**src/bpe_pkg.sv**
```systemverilog
package bpe_pkg;

  localparam int unsigned MAX_POINTS_DEF = 16;

  localparam int unsigned COORD_W  = 16;
  localparam int unsigned T_W      = 17;
  localparam int unsigned STATUS_W = 2;

  localparam logic [T_W-1:0] T_ONE = 17'h10000;

  // request opcodes
  localparam logic OP_LOAD = 1'b0;
  localparam logic OP_EVAL = 1'b1;

  // result status codes
  localparam logic [STATUS_W-1:0] ST_OK      = 2'd0;
  localparam logic [STATUS_W-1:0] ST_EMPTY   = 2'd1;
  localparam logic [STATUS_W-1:0] ST_DROPPED = 2'd2;

  // broadcast to every cell
  typedef struct packed {
    logic           copy;  // working point <= stored point
    logic           step;  // one de Casteljau round
    logic [T_W-1:0] t;     // saturated parameter
  } cell_cmd_t;

endpackage

```
**src/bpe_cell.sv**
```systemverilog
module bpe_cell (
  input  logic                                  clk_i,
  input  logic                                  load_en_i,
  input  logic signed [bpe_pkg::COORD_W-1:0]    load_x_i,
  input  logic signed [bpe_pkg::COORD_W-1:0]    load_y_i,
  input  bpe_pkg::cell_cmd_t                    cmd_i,
  input  logic signed [bpe_pkg::COORD_W-1:0]    nb_x_i,
  input  logic signed [bpe_pkg::COORD_W-1:0]    nb_y_i,
  output logic signed [bpe_pkg::COORD_W-1:0]    work_x_o,
  output logic signed [bpe_pkg::COORD_W-1:0]    work_y_o
);

  logic signed [bpe_pkg::COORD_W-1:0] stored_x_q, stored_y_q;
  logic signed [bpe_pkg::COORD_W-1:0] work_x_q, work_x_d;
  logic signed [bpe_pkg::COORD_W-1:0] work_y_q, work_y_d;

  // a + floor(t * (b - a) / 2^16); result stays between a and b
  function automatic logic signed [15:0] lerp_q16(
    input logic signed [15:0] a,
    input logic signed [15:0] b,
    input logic        [16:0] t
  );
    logic signed [16:0] diff;
    logic signed [34:0] prod;
    logic signed [18:0] sum;
    diff = {b[15], b} - {a[15], a};
    prod = $signed({18'b0, t}) * $signed({{18{diff[16]}}, diff});
    sum  = prod[34:16] + {{3{a[15]}}, a};
    return sum[15:0];
  endfunction

  always_comb begin
    work_x_d = work_x_q;
    work_y_d = work_y_q;
    if (cmd_i.copy) begin
      work_x_d = stored_x_q;
      work_y_d = stored_y_q;
    end else if (cmd_i.step) begin
      work_x_d = lerp_q16(work_x_q, nb_x_i, cmd_i.t);
      work_y_d = lerp_q16(work_y_q, nb_y_i, cmd_i.t);
    end
  end

  always_ff @(posedge clk_i) begin
    if (load_en_i) begin
      stored_x_q <= load_x_i;
      stored_y_q <= load_y_i;
    end
    work_x_q <= work_x_d;
    work_y_q <= work_y_d;
  end

  assign work_x_o = work_x_q;
  assign work_y_o = work_y_q;

endmodule

```
**config.mk**
```make
export PLATFORM = sky130hd
export DESIGN_NAME = bpe_cell
export DESIGN_NICKNAME = d
export VERILOG_FILES = /design/src/bpe_pkg.sv /design/src/bpe_cell.sv
export SDC_FILE = /design/constraint.sdc
export NUM_CORES = 1
export LEC_CHECK = 0
export BUFFER_PORTS_ARGS = -buffer_cell sky130_fd_sc_hd__buf_2
export CAP_MARGIN = 20
export CORE_MARGIN = 2
export CORE_UTILIZATION = 60
export CTS_BUF_LIST = sky130_fd_sc_hd__clkbuf_16
export CTS_CLUSTER_DIAMETER = 50
export DETAILED_ROUTE_END_ITERATION = 10
export PLACE_DENSITY = 0.76
export REMOVE_ABC_BUFFERS = 1
export SYNTH_ARGS = -nofsm -noshare
export SYNTH_HDL_FRONTEND = slang
export SYNTH_SLANG_ARGS = --single-unit
```
**constraint.sdc**
```tcl
create_clock -name clk_i -period 13.11 [get_ports clk_i]
set_input_delay 1.311 -clock clk_i [delete_from_list [all_inputs] [get_ports clk_i]]
set_output_delay 1.311 -clock clk_i [all_outputs]
set_load 0.005 [all_outputs]
```
==> flow_summary.yaml, run 1 <==
outcome:
  status: "complete, no violations"
global_routing:
  grt_first_pass_wirelength_um: 94220
  grt-ovfl-total: 0
  track_usage_pct: 28.88
  grt_pass1_vias: 19460
  grt_max_degree: 63
  antenna_found_initial: 0
cells_and_area:
  fin_nets: 3522
  antenna_cells: 0
  areaGrowthSynthToFinish_pct: 6.389
  drive_gt1_share_pct: 7.377
die:
  coreArea_um2: 38560
  fp-row-count: 72
  die_w_um: 201.3
  fp.dieH_um: 201.3
  die_area_um2: 40500
  start_util_pct: 60.55
  ios: 117
clock_network:
  clk_path_buf_depth: 2
  cts.clk_slew.worst_paths_ns: 0.06
  postCtsHoldBufs: 0
  cts_setup_buffers: 0
  numCtsBuffers: 9
  cts_root_buf: "clkbuf_16"
  clock_sinks: 64
  h-tree-depth: 3
  clkLatencyLatePin_ns: 0.36
  cts_resized: 0
  cts_tree: "built"
sta:
  fin_ws_ns: 2.405
  tightestPinTransition_ns: 1.064
  relSlewSlack_pct: 28.67
  hold_viol: 0
  finalSetupViolCount: 0
  tns_ns: 0
  fmax_mhz: 93.41
  fin_crit_ns: 10.71
  rsz0062_at_grt: "false"
  period_share_pct: 81.66
  skew_ns: 0.007010
  drv_slew: 0
critical_path:
  cp_max_fo: 17
  cp.arrival_ns: 10.82
  critical_path_class: "in -> reg"
  cp.required_ns: 13.22
  r2r_slack_ns: 2.93
  crit_top_cell: "fa_1"
  rr_startpoint: "work_y_o[1]"
  crit_path_end_kind: "register"
  rr_worst_depth: 42
  startpoint_type: "input pin"
  crit_slowest_cell: "fa_1"
  regToRegEndpoint: "work_y_o[15]"
  crit_path_max_incr_delay_ns: 0.53
synth:
  synthTopCellsByArea: "fa_1 39%, ha_1 15%, inv_1 10%"
  synth_top_area_share_pct: 38.59
  synthArstFlopShare_pct: 0
  synth_edf_count: 64
  ys_seq_area_share_pct: 8.232
  netlist_area_um2: 23340
  synth_flop_cell: "edfxtp_1"
  yosysWarnings: 0
  yosys_register_bits: 64
  synth_cell_types: 62
  avgSynthCellArea_um2: 8.833
  yosysTopAreaCell: "fa_1"
  synth_cells: 2643
detailed_routing:
  routed_wl_um: 54460
  drtIter0Drc: 791
  wl_per_cell_um: 16.87
  vias_per_cell: 5.455
  first_pass_iters: 5
  ant_nets: 0
  drc: 0
  vias: 17610
placed_design:
  place_hpwl_um: 41970
  gp_congestion: 0.8852
  port_buffers: 116
  dp_slack_ns: 2.066
worst_hold_path:
  hold_end: "work_y_o[11]"
  hold_start: "stored_y_q[11]"
  hold_path_class: "reg -> reg"
  hold_depth: 2
job:
  drv_cap: 0
==> kinds of logic after synthesis <==
family	synth area share (%)
AND/OR/NAND/NOR	16.48
buffers and inverters	12.02
multiplexers	0.1929
flip-flops	8.232
AO/OA/AOI/OAI	6.308
XOR/XNOR	3.168
adder cells (fa/ha/maj)	53.60
==> layout by cell type, fill, tap and decap left out, types with 25 or more instances in the layout <==
master,synthesis,final
a21oi_1,58,57
and2_1,172,172
buf_2,2,116
buf_4,0,30
edfxtp_1,64,64
fa_1,450,450
ha_1,280,280
inv_1,647,647
nand2_1,363,363
nor2_1,76,76
nor2b_1,71,71
nor3_1,32,30
o21ai_0,55,55
xnor2_1,54,47
xor2_1,26,25
==> worst max path at each step <==
stage                          from  slack (ns)  depth (start not counted)           end
after floorplan           nb_y_i[0]        2.90                         41  work_y_o[15]
after global placement    nb_y_i[0]        2.23                         40  work_y_o[15]
after detailed placement  nb_y_i[0]        2.07                         40  work_y_o[15]
after CTS                 nb_y_i[0]        2.30                         40  work_y_o[15]
after global routing      nb_y_i[0]        1.72                         43  work_y_o[15]
final                     nb_y_i[1]        2.40                         42  work_y_o[15]
==> per-stage QoR <==
step | instance area (um^2) | utilization, % | hold WS, ns | std cells
2_1_floorplan | 22970 | - | 0.4949 | 2547
3_3_place_gp | 24490 | 63.53 | 0.5075 | 3211
3_5_place_dp | 24490 | 63.53 | 0.5179 | 3211
4_1_cts | 24800 | 64.31 | 0.5310 | 3226
5_1_grt | 24840 | 64.41 | 0.5563 | 3229
6_report | 24840 | 64.41 | 0.5342 | 3229
==> critical path, delay by kind of cell <==
kind            cells  cell delay (ns)
fa+ha+maj           9             3.73
xor+xnor            2             0.18
simple gates        7             1.36
compound gates     18             3.72
buf+inv             6             0.52
==> layer usage <==
| metal | global-route usage [%] | share of wire (%) | vias to the layer above | wire [um] |
|---|---|---|---|---|
| met5 | 0 | 0 | - | 0 |
| met4 | 9.926 | 2.4 | 0 | 1309 |
| met3 | 2.656 | 5.3 | 82 | 2877 |
| met1 | 37.38 | 41 | 8938 | 22150 |
| li1 | - | - | 8065 | - |
| met2 | 51.06 | 52 | 528 | 28120 |
==> synth_stat cells, types with 9 or more instances <==
cell type	number
nor2b_1	71
nand3_1	14
and3_1	9
nand4_1	9
and2_1	172
a21oi_1	58
o21bai_1	14
a31oi_1	10
inv_1	647
nor3_1	32
nand2_1	363
or2_2	12
nand2b_1	16
a21o_1	18
o21ai_1	9
ha_1	280
xor2_1	26
nor2_1	76
xnor2_1	54
edfxtp_1	64
o21ai_0	55
fa_1	450
clkbuf_1	91
o21a_1	21
==> sequential cells by signal, indices dropped and copies added, names as in the netlist <==
| name | count |
|---|---|
| stored_y_q | 16 |
| stored_x_q | 16 |
| work_y_o | 16 |
| work_x_o | 16 |
==> layout make-up <==
type	instances	area [um^2]
repair buffers	149	847.1
clock buffers	9	225.2
inverters	647	2429
flip-flops and latches	64	1922
well taps	518	648.1
clock inverters	6	75.07
fillers	3292	13720
multi-input cells	1836	18690
Power of run 1 is not shown: default switching activity piles up to over one toggle a cycle in this logic, so the estimate is an artifact.
==> run 2: changes to the inputs <==
--- a/config.mk
+++ b/config.mk
@@ -8,11 +8,11 @@
 export BUFFER_PORTS_ARGS = -buffer_cell sky130_fd_sc_hd__buf_2
 export CAP_MARGIN = 20
 export CORE_MARGIN = 2
-export CORE_UTILIZATION = 60
+export CORE_UTILIZATION = 59
 export CTS_BUF_LIST = sky130_fd_sc_hd__clkbuf_16
 export CTS_CLUSTER_DIAMETER = 50
 export DETAILED_ROUTE_END_ITERATION = 10
-export PLACE_DENSITY = 0.76
+export PLACE_DENSITY = 0.78
 export REMOVE_ABC_BUFFERS = 1
 export SYNTH_ARGS = -nofsm -noshare
 export SYNTH_HDL_FRONTEND = slang
==> constraint.sdc (replaced) <==
create_clock -name clk_i -period 8.92 [get_ports clk_i]
set_input_delay 0.892 -clock clk_i [delete_from_list [all_inputs] [get_ports clk_i]]
set_output_delay 0.892 -clock clk_i [all_outputs]
set_load 0.005 [all_outputs]
==> flow_summary.yaml, run 2 (synthesis gave the netlist of run 1 again) <==
outcome:
  status: "complete, but fails checks"
  violations: "setup timing"
die:
  fp-row-count: 72
  ios: 117
  start_util_pct: 60.13
  die_area_um2: 41170
  fp.dieH_um: 202.9
  coreArea_um2: 38830
  die_w_um: 202.9
detailed_routing:
  drtIter0Drc: 1498
  wl_per_cell_um: 18.86
  first_pass_iters: 6
  vias: 20190
  ant_nets: 0
  drc: 0
  vias_per_cell: 5.600
  routed_wl_um: 67980
critical_path:
  r2r_slack_ns: -0.92
  critical_path_class: "in -> reg"
  rr_startpoint: "work_x_o[2]"
  rr_worst_depth: 44
  crit_path_max_incr_delay_ns: 0.53
  cp_max_fo: 5
  cp.arrival_ns: 10.24
  crit_path_end_kind: "register"
  crit_slowest_cell: "fa_1"
  critPathLaunch: "nb_x_i[0]"
  regToRegEndpoint: "work_x_o[15]"
  cp.required_ns: 9.13
  startpoint_type: "input pin"
clock_network:
  h-tree-depth: 3
  numCtsBuffers: 9
  cts_tree: "built"
  clkLatencyLatePin_ns: 0.37
  clk_path_buf_depth: 2
  cts.clk_slew.worst_paths_ns: 0.06
  clock_sinks: 64
  cts_root_buf: "clkbuf_16"
global_routing:
  track_usage_pct: 31.84
  grt-ovfl-total: 0
  antenna_found_initial: 1
  grt_first_pass_wirelength_um: 104100
  grt_pass1_vias: 21830
  grt_max_degree: 63
sta:
  skew_ns: 0.009066
  drv_slew: 0
  relSlewSlack_pct: 26.15
  finalSetupViolCount: 22
  fin_crit_ns: 10.03
  fmax_mhz: 99.69
  fin_ws_ns: -1.111
  tns_ns: -11.77
  hold_viol: 0
  period_share_pct: 112.5
  tightestPinTransition_ns: 1.108
  rsz0062_at_grt: "true"
job:
  drv_cap: 0
cells_and_area:
  drive_gt1_share_pct: 24.91
  fin_nets: 3897
  layout_common_cells: "629 x inv_1, 434 x fa_1, 385 x buf_4, 354 x nand2_1, 255 x ha_1"
  fillerInstances: 2538
  area.sequential_um2: 1922
  multi_input_area_um2: 19730
  final_common_cell: "inv_1"
  antenna_cells: 0
  utilization_pct: 74.39
  areaGrowthSynthToFinish_pct: 23.73
placed_design:
  gp_congestion: 0.9318
  port_buffers: 116
  place_hpwl_um: 48940
worst_hold_path:
  hold_start: "stored_y_q[9]"
  hold_path_class: "reg -> reg"
  hold_end: "work_y_o[9]"
  hold_depth: 2
run 2: final cells by class:
| cell class | instances | area share [%] |
|---|---|---|
| multi-input cells | 1836 | 68.30 |
| clock buffers | 9 | 0.7797 |
| repair buffers | 524 | 13.38 |
| inverters | 647 | 8.425 |
| clock inverters | 7 | 0.2209 |
| flip-flops and latches | 64 | 6.653 |
| well taps | 518 | 2.244 |
run 2: metrics by stage:
step	instances	setup slack [ns]	hold slack [ns]	cell area (um^2)
2_1_floorplan	2547	-0.8744	0.4949	22970
3_3_place_gp	3518	-0.9560	0.5066	26860
3_5_place_dp	3518	-1.277	0.5161	26860
4_1_cts	3571	-0.5115	0.5281	28060
5_1_grt	3605	-1.309	0.5453	28890
6_report	3605	-1.111	0.5311	28890
run 2: layer usage:
layer  up-vias  GRT usage (%)  part of all wire (%)
met5         -              0                 0.019
met1     10050          39.19                    37
met4         2          14.96                   5.6
met2       979          56.54                    51
li1       8836              -                     -
met3       321          3.050                   6.7
run 2: repair_timing:
action / 4_1_cts / 5_1_grt
setup endpoints to repair: 18 / 22
setup buffers: 38 / 34
gates cloned: 0 / 3
pin swaps: 133 / 102
hold buffers: 0 / 0
gates resized for setup: 152 / 119
run 2: worst max-delay path: cells and delay by family:
family | cells | cell delay, ns
AND/OR/NAND/NOR | 9 | 1.13
buffers and inverters | 7 | 0.56
adder cells (fa/ha/maj) | 10 | 3.60
AO/OA/AOI/OAI | 17 | 3.44
XOR/XNOR | 3 | 0.60
run 2: worst max-delay path by stage:
stage	to	slack [ns]	cells past startpoint
floorplan	work_y_o[15]	-0.87	41
global placement	work_y_o[13]	-0.96	43
detailed placement	work_y_o[15]	-1.28	42
CTS	work_y_o[15]	-0.51	44
global route	work_x_o[15]	-1.31	46
finish	work_x_o[15]	-1.11	46
Power of run 2 is left out for the same reason.
